## config.mk

```make
export PLATFORM = sky130hd
export DESIGN_NAME = detr_query_postprocess_core
export DESIGN_NICKNAME = d
export VERILOG_FILES = /design/src/rtl/dqp_pkg.sv /design/src/rtl/detr_query_postprocess_core.sv /design/src/rtl/dqp_exp.sv /design/src/rtl/dqp_div.sv /design/src/rtl/dqp_datapath.sv /design/src/rtl/dqp_ctrl.sv
export SDC_FILE = /design/constraint.sdc
export NUM_CORES = 2
export LEC_CHECK = 0
export BUFFER_PORTS_ARGS = -buffer_cell sky130_fd_sc_hd__buf_2
export CAP_MARGIN = 0
export CORE_MARGIN = 5
export CORE_UTILIZATION = 65
export CTS_BUF_LIST = sky130_fd_sc_hd__clkbuf_4 sky130_fd_sc_hd__clkbuf_8 sky130_fd_sc_hd__clkbuf_16
export CTS_CLUSTER_SIZE = 14
export DETAILED_ROUTE_END_ITERATION = 12
export GPL_TIMING_DRIVEN = 1
export PLACE_DENSITY = 0.83
export SYNTH_ARGS = -nofsm -noshare
export SYNTH_HDL_FRONTEND = slang
export SYNTH_HIERARCHICAL = 1
export SYNTH_SLANG_ARGS = --single-unit
export TNS_END_PERCENT = 1
```

## constraint.sdc

```tcl
create_clock -name clk -period 25 [get_ports clk]
set_clock_uncertainty 0.2 [all_clocks]
set_input_delay 2.5 -clock clk [delete_from_list [all_inputs] [get_ports clk]]
set_output_delay 2.5 -clock clk [all_outputs]
set_load 0.005 [all_outputs]
```

## src/rtl/dqp_pkg.sv

```systemverilog
// ----------------------------------------------------------------------------
// dqp_pkg: shared types and constants for the detection post-processing block
// Exponent table, controller states and controller/datapath command structs.
// ----------------------------------------------------------------------------
`default_nettype none

package dqp_pkg;

  localparam int unsigned LOGIT_W = 16;
  localparam int unsigned SUM_W   = 32;
  localparam int unsigned BOX_W   = 16;
  localparam int unsigned LABEL_W = 7;
  localparam int unsigned SCORE_W = 16;
  localparam int unsigned CORNER_W = 17;
  localparam logic [10:0] LOG2E_Q10 = 11'd1477;
  localparam logic [16:0] ONE_Q16 = 17'd65536;

  typedef enum logic [2:0] {
    ST_IDLE,
    ST_EXP,
    ST_MUL,
    ST_ACC,
    ST_SEXP,
    ST_DIV,
    ST_OUT
  } state_t;

  typedef struct packed {
    logic load;
    logic exp_upd;
    logic mul_upd;
    logic acc_upd;
    logic sexp;
    logic div_start;
    logic clear;
  } cmd_t;

  typedef struct packed {
    logic last;
    logic has_candidate;
    logic div_done;
    logic pass;
  } status_t;

  function automatic logic [16:0] pow2_tab(input logic [4:0] k);
    logic [16:0] v;
    case (k)
      5'd0:  v = 17'd65536;
      5'd1:  v = 17'd62757;
      5'd2:  v = 17'd60097;
      5'd3:  v = 17'd57549;
      5'd4:  v = 17'd55109;
      5'd5:  v = 17'd52773;
      5'd6:  v = 17'd50535;
      5'd7:  v = 17'd48393;
      5'd8:  v = 17'd46341;
      5'd9:  v = 17'd44376;
      5'd10: v = 17'd42495;
      5'd11: v = 17'd40693;
      5'd12: v = 17'd38968;
      5'd13: v = 17'd37316;
      5'd14: v = 17'd35734;
      5'd15: v = 17'd34219;
      5'd16: v = 17'd32768;
      default: v = 17'd32768;
    endcase
    return v;
  endfunction

endpackage

`default_nettype wire

```

## src/rtl/detr_query_postprocess_core.sv

```systemverilog
// ----------------------------------------------------------------------------
// detr_query_postprocess_core: per-query softmax, argmax and box conversion
//
// channel  dir  tdata (low to high)                           tlast
// s_axis   in   logit[15:0], box_cx, box_cy, box_w, box_h     last_class
// m_axis   out  score[15:0], label[22:16], x_min, y_min,      -
//               x_max, y_max (17 bits each), zero pad
// cfg      in   min score (Q0.16), written when cfg_we high
//
// Each logit is accepted, passed through the exp table, multiplied and
// accumulated before the next is taken. The last logit of a query with a
// candidate adds an exp step, the 16-step divider and a result step.
// Synchronous reset clears query state and sets the minimum score to 32768.
// A waiting result does not block input; the next query end holds its score
// step until m_axis has taken the earlier result.
// ----------------------------------------------------------------------------
`default_nettype none

module detr_query_postprocess_core #(
  parameter int unsigned MAX_CLASSES = 128
) (
  input  wire logic         clk,
  input  wire logic         rst,
  input  wire logic         cfg_we,
  input  wire logic [15:0]  cfg_wdata,
  input  wire logic         s_axis_tvalid,
  output logic              s_axis_tready,
  input  wire logic [79:0]  s_axis_tdata,  // logit, box_cx, box_cy, box_w, box_h
  input  wire logic         s_axis_tlast,  // last_class
  output logic              m_axis_tvalid,
  input  wire logic         m_axis_tready,
  output logic      [95:0]  m_axis_tdata   // score, label, x_min, y_min, x_max, y_max
);

  logic [15:0] threshold;
  dqp_pkg::cmd_t    cmd;
  dqp_pkg::status_t status;
  logic [15:0] o_score;
  logic [6:0]  o_label;
  logic [16:0] o_xmin, o_ymin, o_xmax, o_ymax;

  always_ff @(posedge clk) begin
    if (rst) begin
      threshold <= 16'd32768;
    end else if (cfg_we) begin
      threshold <= cfg_wdata;
    end
  end

  dqp_ctrl u_ctrl (
    .clk(clk), .rst(rst), .in_valid(s_axis_tvalid), .in_ready(s_axis_tready),
    .out_valid(m_axis_tvalid), .out_ready(m_axis_tready), .cmd(cmd), .status(status)
  );

  dqp_datapath #(.MAX_CLASSES(MAX_CLASSES)) u_dp (
    .clk(clk), .rst(rst), .cmd(cmd), .status(status), .cfg_threshold(threshold),
    .in_logit(s_axis_tdata[15:0]), .in_last(s_axis_tlast),
    .in_cx(s_axis_tdata[31:16]), .in_cy(s_axis_tdata[47:32]),
    .in_w(s_axis_tdata[63:48]), .in_h(s_axis_tdata[79:64]),
    .o_score(o_score), .o_label(o_label), .o_xmin(o_xmin), .o_ymin(o_ymin),
    .o_xmax(o_xmax), .o_ymax(o_ymax)
  );

  assign m_axis_tdata = {5'b0, o_ymax, o_xmax, o_ymin, o_xmin, o_label, o_score};

endmodule

`default_nettype wire

```

## src/rtl/dqp_exp.sv

```systemverilog
// ----------------------------------------------------------------------------
// dqp_exp: registered exp(-d) approximation
// Two stages: scale by log2(e), then table interpolation and shift.
// ----------------------------------------------------------------------------
`default_nettype none

module dqp_exp (
  input  wire logic        clk,
  input  wire logic [15:0] d,
  output logic      [16:0] e
);

  logic [26:0] t;
  logic [4:0]  idx;
  logic [16:0] p0;
  logic [16:0] p1;
  logic [15:0] diff;
  logic [31:0] prod;
  logic [16:0] m;

  always_ff @(posedge clk) begin
    t <= {11'd0, d} * {16'd0, dqp_pkg::LOG2E_Q10};
  end

  always_comb begin
    idx  = {1'b0, t[19:16]};
    p0   = dqp_pkg::pow2_tab(idx);
    p1   = dqp_pkg::pow2_tab(idx + 5'd1);
    diff = 16'(p0 - p1);
    prod = diff * t[15:0];
    m    = p0 - 17'(prod[31:16]);
  end

  always_ff @(posedge clk) begin
    e <= m >> t[26:20];
  end

endmodule

`default_nettype wire

```

## src/rtl/dqp_div.sv

```systemverilog
// ----------------------------------------------------------------------------
// dqp_div: restoring divider, one quotient bit per cycle
// Computes (num << 16) / den, saturated to 16 bits; den = 0 gives 0.
// ----------------------------------------------------------------------------
`default_nettype none

module dqp_div (
  input  wire logic        clk,
  input  wire logic        rst,
  input  wire logic        start,
  input  wire logic [16:0] num,
  input  wire logic [31:0] den,
  output logic             done,
  output logic      [15:0] quot
);

  logic [33:0] rem;
  logic [16:0] q;
  logic [5:0]  cnt;
  logic        busy;
  logic [34:0] trial;

  assign trial = {rem, 1'b0} - {3'b0, den};

  always_ff @(posedge clk) begin
    if (rst) begin
      busy <= 1'b0;
      done <= 1'b0;
    end else begin
      done <= 1'b0;
      if (start) begin
        busy <= 1'b1;
        cnt  <= 6'd0;
        rem  <= 34'(num);
        q    <= '0;
      end else if (busy) begin
        if (!trial[34]) begin
          rem <= trial[33:0];
          q   <= {q[15:0], 1'b1};
        end else begin
          rem <= {rem[32:0], 1'b0};
          q   <= {q[15:0], 1'b0};
        end
        cnt <= cnt + 6'd1;
        if (cnt == 6'd15) begin
          busy <= 1'b0;
          done <= 1'b1;
        end
      end
    end
  end

  // 16 steps from rem = num give (num << 16) / den; num >= den sets every bit,
  // which is the saturated value
  assign quot = (den == '0) ? 16'd0 : (q[16] ? 16'hFFFF : q[15:0]);

endmodule

`default_nettype wire

```

## src/rtl/dqp_datapath.sv

```systemverilog
// ----------------------------------------------------------------------------
// dqp_datapath: online softmax, best class tracking, score and box
// Holds query state and the output register.
// ----------------------------------------------------------------------------
`default_nettype none

module dqp_datapath #(
  parameter int unsigned MAX_CLASSES = 128
) (
  input  wire logic                 clk,
  input  wire logic                 rst,
  input  wire dqp_pkg::cmd_t        cmd,
  output dqp_pkg::status_t          status,
  input  wire logic [15:0]          cfg_threshold,
  input  wire logic signed [15:0]   in_logit,
  input  wire logic                 in_last,
  input  wire logic [15:0]          in_cx,
  input  wire logic [15:0]          in_cy,
  input  wire logic [15:0]          in_w,
  input  wire logic [15:0]          in_h,
  output logic [15:0]               o_score,
  output logic [6:0]                o_label,
  output logic [16:0]               o_xmin,
  output logic [16:0]               o_ymin,
  output logic [16:0]               o_xmax,
  output logic [16:0]               o_ymax
);

  localparam int unsigned CNT_W = $clog2(MAX_CLASSES);

  logic signed [15:0] x;
  logic               last;
  logic [15:0]        cx, cy, w, h;
  logic signed [15:0] running_max;
  logic [31:0]        exp_sum;
  logic signed [15:0] best_logit;
  logic [CNT_W-1:0]   best_label;
  logic [CNT_W-1:0]   class_count;
  logic               has_candidate;
  logic               grow;
  logic [15:0]        exp_d;
  logic [16:0]        exp_e;
  logic [16:0]        e_reg;
  logic [48:0]        prod;
  logic [32:0]        sum_add;
  logic               div_done;
  logic [15:0]        quot;

  assign grow = x > running_max;

  always_comb begin
    if (cmd.sexp) begin
      exp_d = 16'(running_max - best_logit);
    end else if (grow) begin
      exp_d = 16'(x - running_max);
    end else begin
      exp_d = 16'(running_max - x);
    end
  end

  dqp_exp u_exp (.clk(clk), .d(exp_d), .e(exp_e));

  dqp_div u_div (
    .clk(clk), .rst(rst), .start(cmd.div_start), .num(e_reg), .den(exp_sum),
    .done(div_done), .quot(quot)
  );

  always_ff @(posedge clk) begin
    if (cmd.exp_upd) begin
      e_reg <= exp_e;
    end
    if (cmd.mul_upd) begin
      prod <= exp_sum * e_reg;
    end
    if (cmd.load) begin
      x    <= in_logit;
      last <= in_last;
      cx   <= in_cx;
      cy   <= in_cy;
      w    <= in_w;
      h    <= in_h;
    end
  end

  always_comb begin
    if (grow) begin
      sum_add = {1'b0, prod[47:16]} + 33'(dqp_pkg::ONE_Q16);
    end else begin
      sum_add = {1'b0, exp_sum} + 33'(e_reg);
    end
  end

  always_ff @(posedge clk) begin
    if (rst || cmd.clear) begin
      running_max   <= 16'sh8000;
      exp_sum       <= '0;
      best_logit    <= 16'sh8000;
      best_label    <= '0;
      class_count   <= '0;
      has_candidate <= 1'b0;
    end else if (cmd.acc_upd) begin
      exp_sum <= sum_add[32] ? 32'hFFFF_FFFF : sum_add[31:0];
      if (grow) begin
        running_max <= x;
      end
      if (!last) begin
        if (!has_candidate || x > best_logit) begin
          best_logit    <= x;
          best_label    <= class_count;
          has_candidate <= 1'b1;
        end
        if (class_count != CNT_W'(MAX_CLASSES - 1)) begin
          class_count <= class_count + 1'b1;
        end
      end
    end
  end

  always_ff @(posedge clk) begin
    if (div_done) begin
      o_score <= quot;
      o_label <= 7'(best_label);
      o_xmin  <= 17'({1'b0, cx} - {2'b0, w[15:1]});
      o_ymin  <= 17'({1'b0, cy} - {2'b0, h[15:1]});
      o_xmax  <= 17'({1'b0, cx} + {2'b0, w[15:1]});
      o_ymax  <= 17'({1'b0, cy} + {2'b0, h[15:1]});
    end
  end

  assign status.last          = last;
  assign status.has_candidate = has_candidate;
  assign status.div_done      = div_done;
  assign status.pass          = quot >= cfg_threshold;

endmodule

`default_nettype wire

```

## src/rtl/dqp_ctrl.sv

```systemverilog
// ----------------------------------------------------------------------------
// dqp_ctrl: sequencer for per-item update and end-of-query score
// ----------------------------------------------------------------------------
`default_nettype none

module dqp_ctrl (
  input  wire logic              clk,
  input  wire logic              rst,
  input  wire logic              in_valid,
  output logic                   in_ready,
  output logic                   out_valid,
  input  wire logic              out_ready,
  output dqp_pkg::cmd_t          cmd,
  input  wire dqp_pkg::status_t  status
);

  dqp_pkg::state_t state, state_next;
  logic [1:0] wait_cnt, wait_cnt_next;
  logic out_valid_next;

  always_ff @(posedge clk) begin
    if (rst) begin
      state     <= dqp_pkg::ST_IDLE;
      wait_cnt  <= '0;
      out_valid <= 1'b0;
    end else begin
      state     <= state_next;
      wait_cnt  <= wait_cnt_next;
      out_valid <= out_valid_next;
    end
  end

  always_comb begin
    state_next     = state;
    wait_cnt_next  = wait_cnt;
    out_valid_next = out_valid && !out_ready;
    cmd            = '0;
    in_ready       = 1'b0;
    case (state)
      dqp_pkg::ST_IDLE: begin
        in_ready = 1'b1;
        if (in_valid && in_ready) begin
          cmd.load      = 1'b1;
          wait_cnt_next = '0;
          state_next    = dqp_pkg::ST_EXP;
        end
      end
      dqp_pkg::ST_EXP: begin
        wait_cnt_next = wait_cnt + 2'd1;
        if (wait_cnt == 2'd2) begin
          cmd.exp_upd = 1'b1;
          state_next  = dqp_pkg::ST_MUL;
        end
      end
      dqp_pkg::ST_MUL: begin
        cmd.mul_upd = 1'b1;
        state_next  = dqp_pkg::ST_ACC;
      end
      dqp_pkg::ST_ACC: begin
        cmd.acc_upd   = 1'b1;
        wait_cnt_next = '0;
        if (!status.last) begin
          state_next = dqp_pkg::ST_IDLE;
        end else if (status.has_candidate) begin
          state_next = dqp_pkg::ST_SEXP;
        end else begin
          cmd.acc_upd = 1'b0;
          cmd.clear   = 1'b1;
          state_next  = dqp_pkg::ST_IDLE;
        end
      end
      dqp_pkg::ST_SEXP: begin
        cmd.sexp = 1'b1;
        // hold until the previous result has left the output register
        if (wait_cnt != 2'd0 || !out_valid) begin
          wait_cnt_next = wait_cnt + 2'd1;
        end
        if (wait_cnt == 2'd2) begin
          cmd.exp_upd = 1'b1;
        end
        if (wait_cnt == 2'd3) begin
          cmd.div_start = 1'b1;
          state_next    = dqp_pkg::ST_DIV;
        end
      end
      dqp_pkg::ST_DIV: begin
        if (status.div_done) begin
          state_next = dqp_pkg::ST_OUT;
        end
      end
      dqp_pkg::ST_OUT: begin
        cmd.clear      = 1'b1;
        out_valid_next = status.pass;
        state_next     = dqp_pkg::ST_IDLE;
      end
      default: state_next = dqp_pkg::ST_IDLE;
    endcase
  end

  a_out_hold: assert property (@(posedge clk) disable iff (rst)
    out_valid && !out_ready |=> out_valid)
    else $error("result dropped");
  a_no_accept_busy: assert property (@(posedge clk) disable iff (rst)
    in_ready |-> state == dqp_pkg::ST_IDLE)
    else $error("accept while busy");
  a_out_from_query: assert property (@(posedge clk) disable iff (rst)
    $rose(out_valid) |-> $past(state) == dqp_pkg::ST_OUT)
    else $error("result without query end");

endmodule

`default_nettype wire

```

==> results.toml <==
[global_route]
grt_pass1_wl_mm = 224.3
gr-usage-all-layers = 0.3004
grt_max_degree = 81
grt_pass1_vias = 45050
antenna_found_initial = 5
grt-ovfl-total = 0

[die]
fp.dieArea_um2 = 91240
die_y_um = 302.1
ios = 200
fp.dieW_um = 302.1
rows = 107
core_um2 = 84880
start_util = 0.6532

[timing]
slew_viol_final = 0
worst_pin_slew_ns = 1.113
period_needed_ns = 13.65
slew_headroom = 0.2528
final_hold_viol_count = 0
fin_hold_ws_ns = 0.1962
setup_viol = 0
fmax_mhz = 73.24
rsz0062_at_grt = "no"
min_period_over_period = 0.5462
fin_ws_ns = 11.35
fin_setup_tns_ns = 0

[cts]
numCtsBuffers = 47
htree_levels = 2
cts_resized = 0
cts_hold_buf = 0
postCtsSetupRepairBufs = 0
cts_tree = "yes"
clk_pin_slew_ns = 0.06
clockBufferDepth = 3
clk_latency_ns = 0.60
root_buffer = "clkbuf_16"
clock-sinks = 438

[drt]
drc = 2
dr.first_iter.drc_count = 3407
vias_per_cell = 5.996
num_vias = 43710
wl_per_cell_um = 18.86
wl_mm = 137.5
ant_nets = 0
first_pass_iters = 12

[yosys]
synth_top_area_share = 0.2513
synth_edf_count = 274
synthTopCellsByArea = "fa_1, edfxtp_1, ha_1"
syn_area_um2 = 55450
synthTopCellsByCount = "inv_1, fa_1, nand2_1, ha_1, and2_1"
ys_seq_area_frac = 0.2076
synth_cell_types = 106
ys.flop_type = "edfxtp_1"
yosysWarnings = 6
synth-seq-cells = 438
synthCells = 6050
synth_async_sr_flop_share = 0
synth.most_common_cell = "inv_1"
syn_area_per_cell_um2 = 9.165
yosysTopAreaCell = "fa_1"

[layout]
largest_reg_flops = 34
fin_nets = 7452
drive_gt1_frac = 0.07640
syn_to_final_growth_pct = 6.485
reg_top3 = "u_dp/u_div/rem (34), u_dp/exp_sum (32), u_dp/prod (32)"
instances_no_fill = 7289
regMostFlops = "u_dp/u_div/rem"

[placed_design]
hpwlAfterDp_mm = 102.2
numPortBuffers = 192
pre_cts_ws_ns = 11.50
post-place-cells = 7195
routabilityCongestion = 0.9133

[setup_path]
critPathRequiredTime_ns = 25.32
max_stage_delay_ns = 0.91
crit_slowest_cell = "xnor2_1"
cp.arrival_ns = 13.98
worstPathMaxFanout = 16
critPathCaptureType = "register"
criticalPathCategory = "reg2reg"
crit_top_cell = "fa_1"
crit_family = "adder cells"
critPathBufInv = 4
startpoint_type = "register"

[worst_hold_path]
min_path_type = "reg2reg"

[run_status]
status = "complete, but fails checks"
violations = "design-rule violations"

[job]
drv_cap = 0
[cells by family (layout without fill, tap and decap cells)]
group,Yosys count,count (layout),share of synthesized area
flip-flops,438,438,0.2076
AO/OA/AOI/OAI,931,931,0.1123
buffers and inverters,1316,1401,0.09146
other,1,11,0.00006763
AND/OR/NAND/NOR,1805,1805,0.1601
XOR/XNOR,219,219,0.03473
multiplexers,90,90,0.01749
adder cells (fa/ha/maj),1250,1250,0.3763
[cell type report]
class	instances	area (um^2)
inverter	1028	3859
fill	6342	25840
multi-input combinational	4300	38960
clock buffer	57	1264
sequential	438	11510
tap	1144	1431
clock inverter	31	340.3
antenna	6	15.01
timing repair buffer	285	1659
[final timing paths]
kind / start / to / slack, ns / cells past startpoint
worst min-delay path: u_dp/u_exp/e[12]$_SDFF_PP0_ / u_dp/e_reg[12]$_DFFE_PP_ / 0.20 / 0
worst max register to register: u_dp/u_exp/t[16]$_DFF_P_ / u_dp/u_exp/e[1]$_SDFF_PP0_ / 11.35 / 42
worst max-delay path: u_dp/u_exp/t[16]$_DFF_P_ / u_dp/u_exp/e[1]$_SDFF_PP0_ / 11.35 / 42
worst min register to register: u_dp/u_exp/e[12]$_SDFF_PP0_ / u_dp/e_reg[12]$_DFFE_PP_ / 0.20 / 0
[stage by stage]
| step | cell area [um^2] | utilization |
|---|---|---|
| 6_report | 59040 | 0.6956 |
| 5_1_grt | 59040 | 0.6956 |
| 4_1_cts | 59030 | 0.6954 |
| 3_5_place_dp | 57420 | 0.6765 |
| 3_3_place_gp | 57420 | 0.6765 |
| 2_1_floorplan | 55460 | - |
[layer usage]
metal | share of wire | track usage
met5 | 0 | 0
met4 | 0.047 | 0.1255
met3 | 0.075 | 0.04608
met2 | 0.49 | 0.5144
met1 | 0.39 | 0.3835
[cells in the final DEF (no fill, tap or decap), drive strengths merged, types with 17 or more instances in the layout]
| cell | n |
|---|---|
| xor2 | 66 |
| a211oi | 41 |
| a41o | 19 |
| o21a | 18 |
| buf | 285 |
| nor4b | 19 |
| and2 | 319 |
| a2111oi | 19 |
| nor2b | 69 |
| nand2b | 29 |
| fa | 696 |
| a21boi | 25 |
| nand2 | 693 |
| or3 | 32 |
| a21o | 81 |
| o211ai | 28 |
| edfxtp | 274 |
| o21bai | 30 |
| nor2 | 281 |
| dfxtp | 164 |
| nand3 | 93 |
| and3 | 46 |
| or2 | 18 |
| nand4 | 49 |
| nor4 | 17 |
| inv | 1032 |
| clkbuf | 57 |
| xnor2 | 153 |
| ha | 554 |
| a21oi | 257 |
| mux2i | 80 |
| o21ai | 191 |
| a31oi | 47 |
| o31ai | 24 |
| nor3 | 81 |
| clkinv | 21 |
Power is left out: the tool's default activity adds up to more than one toggle a clock period on the data nets, which glitch-free logic cannot reach.
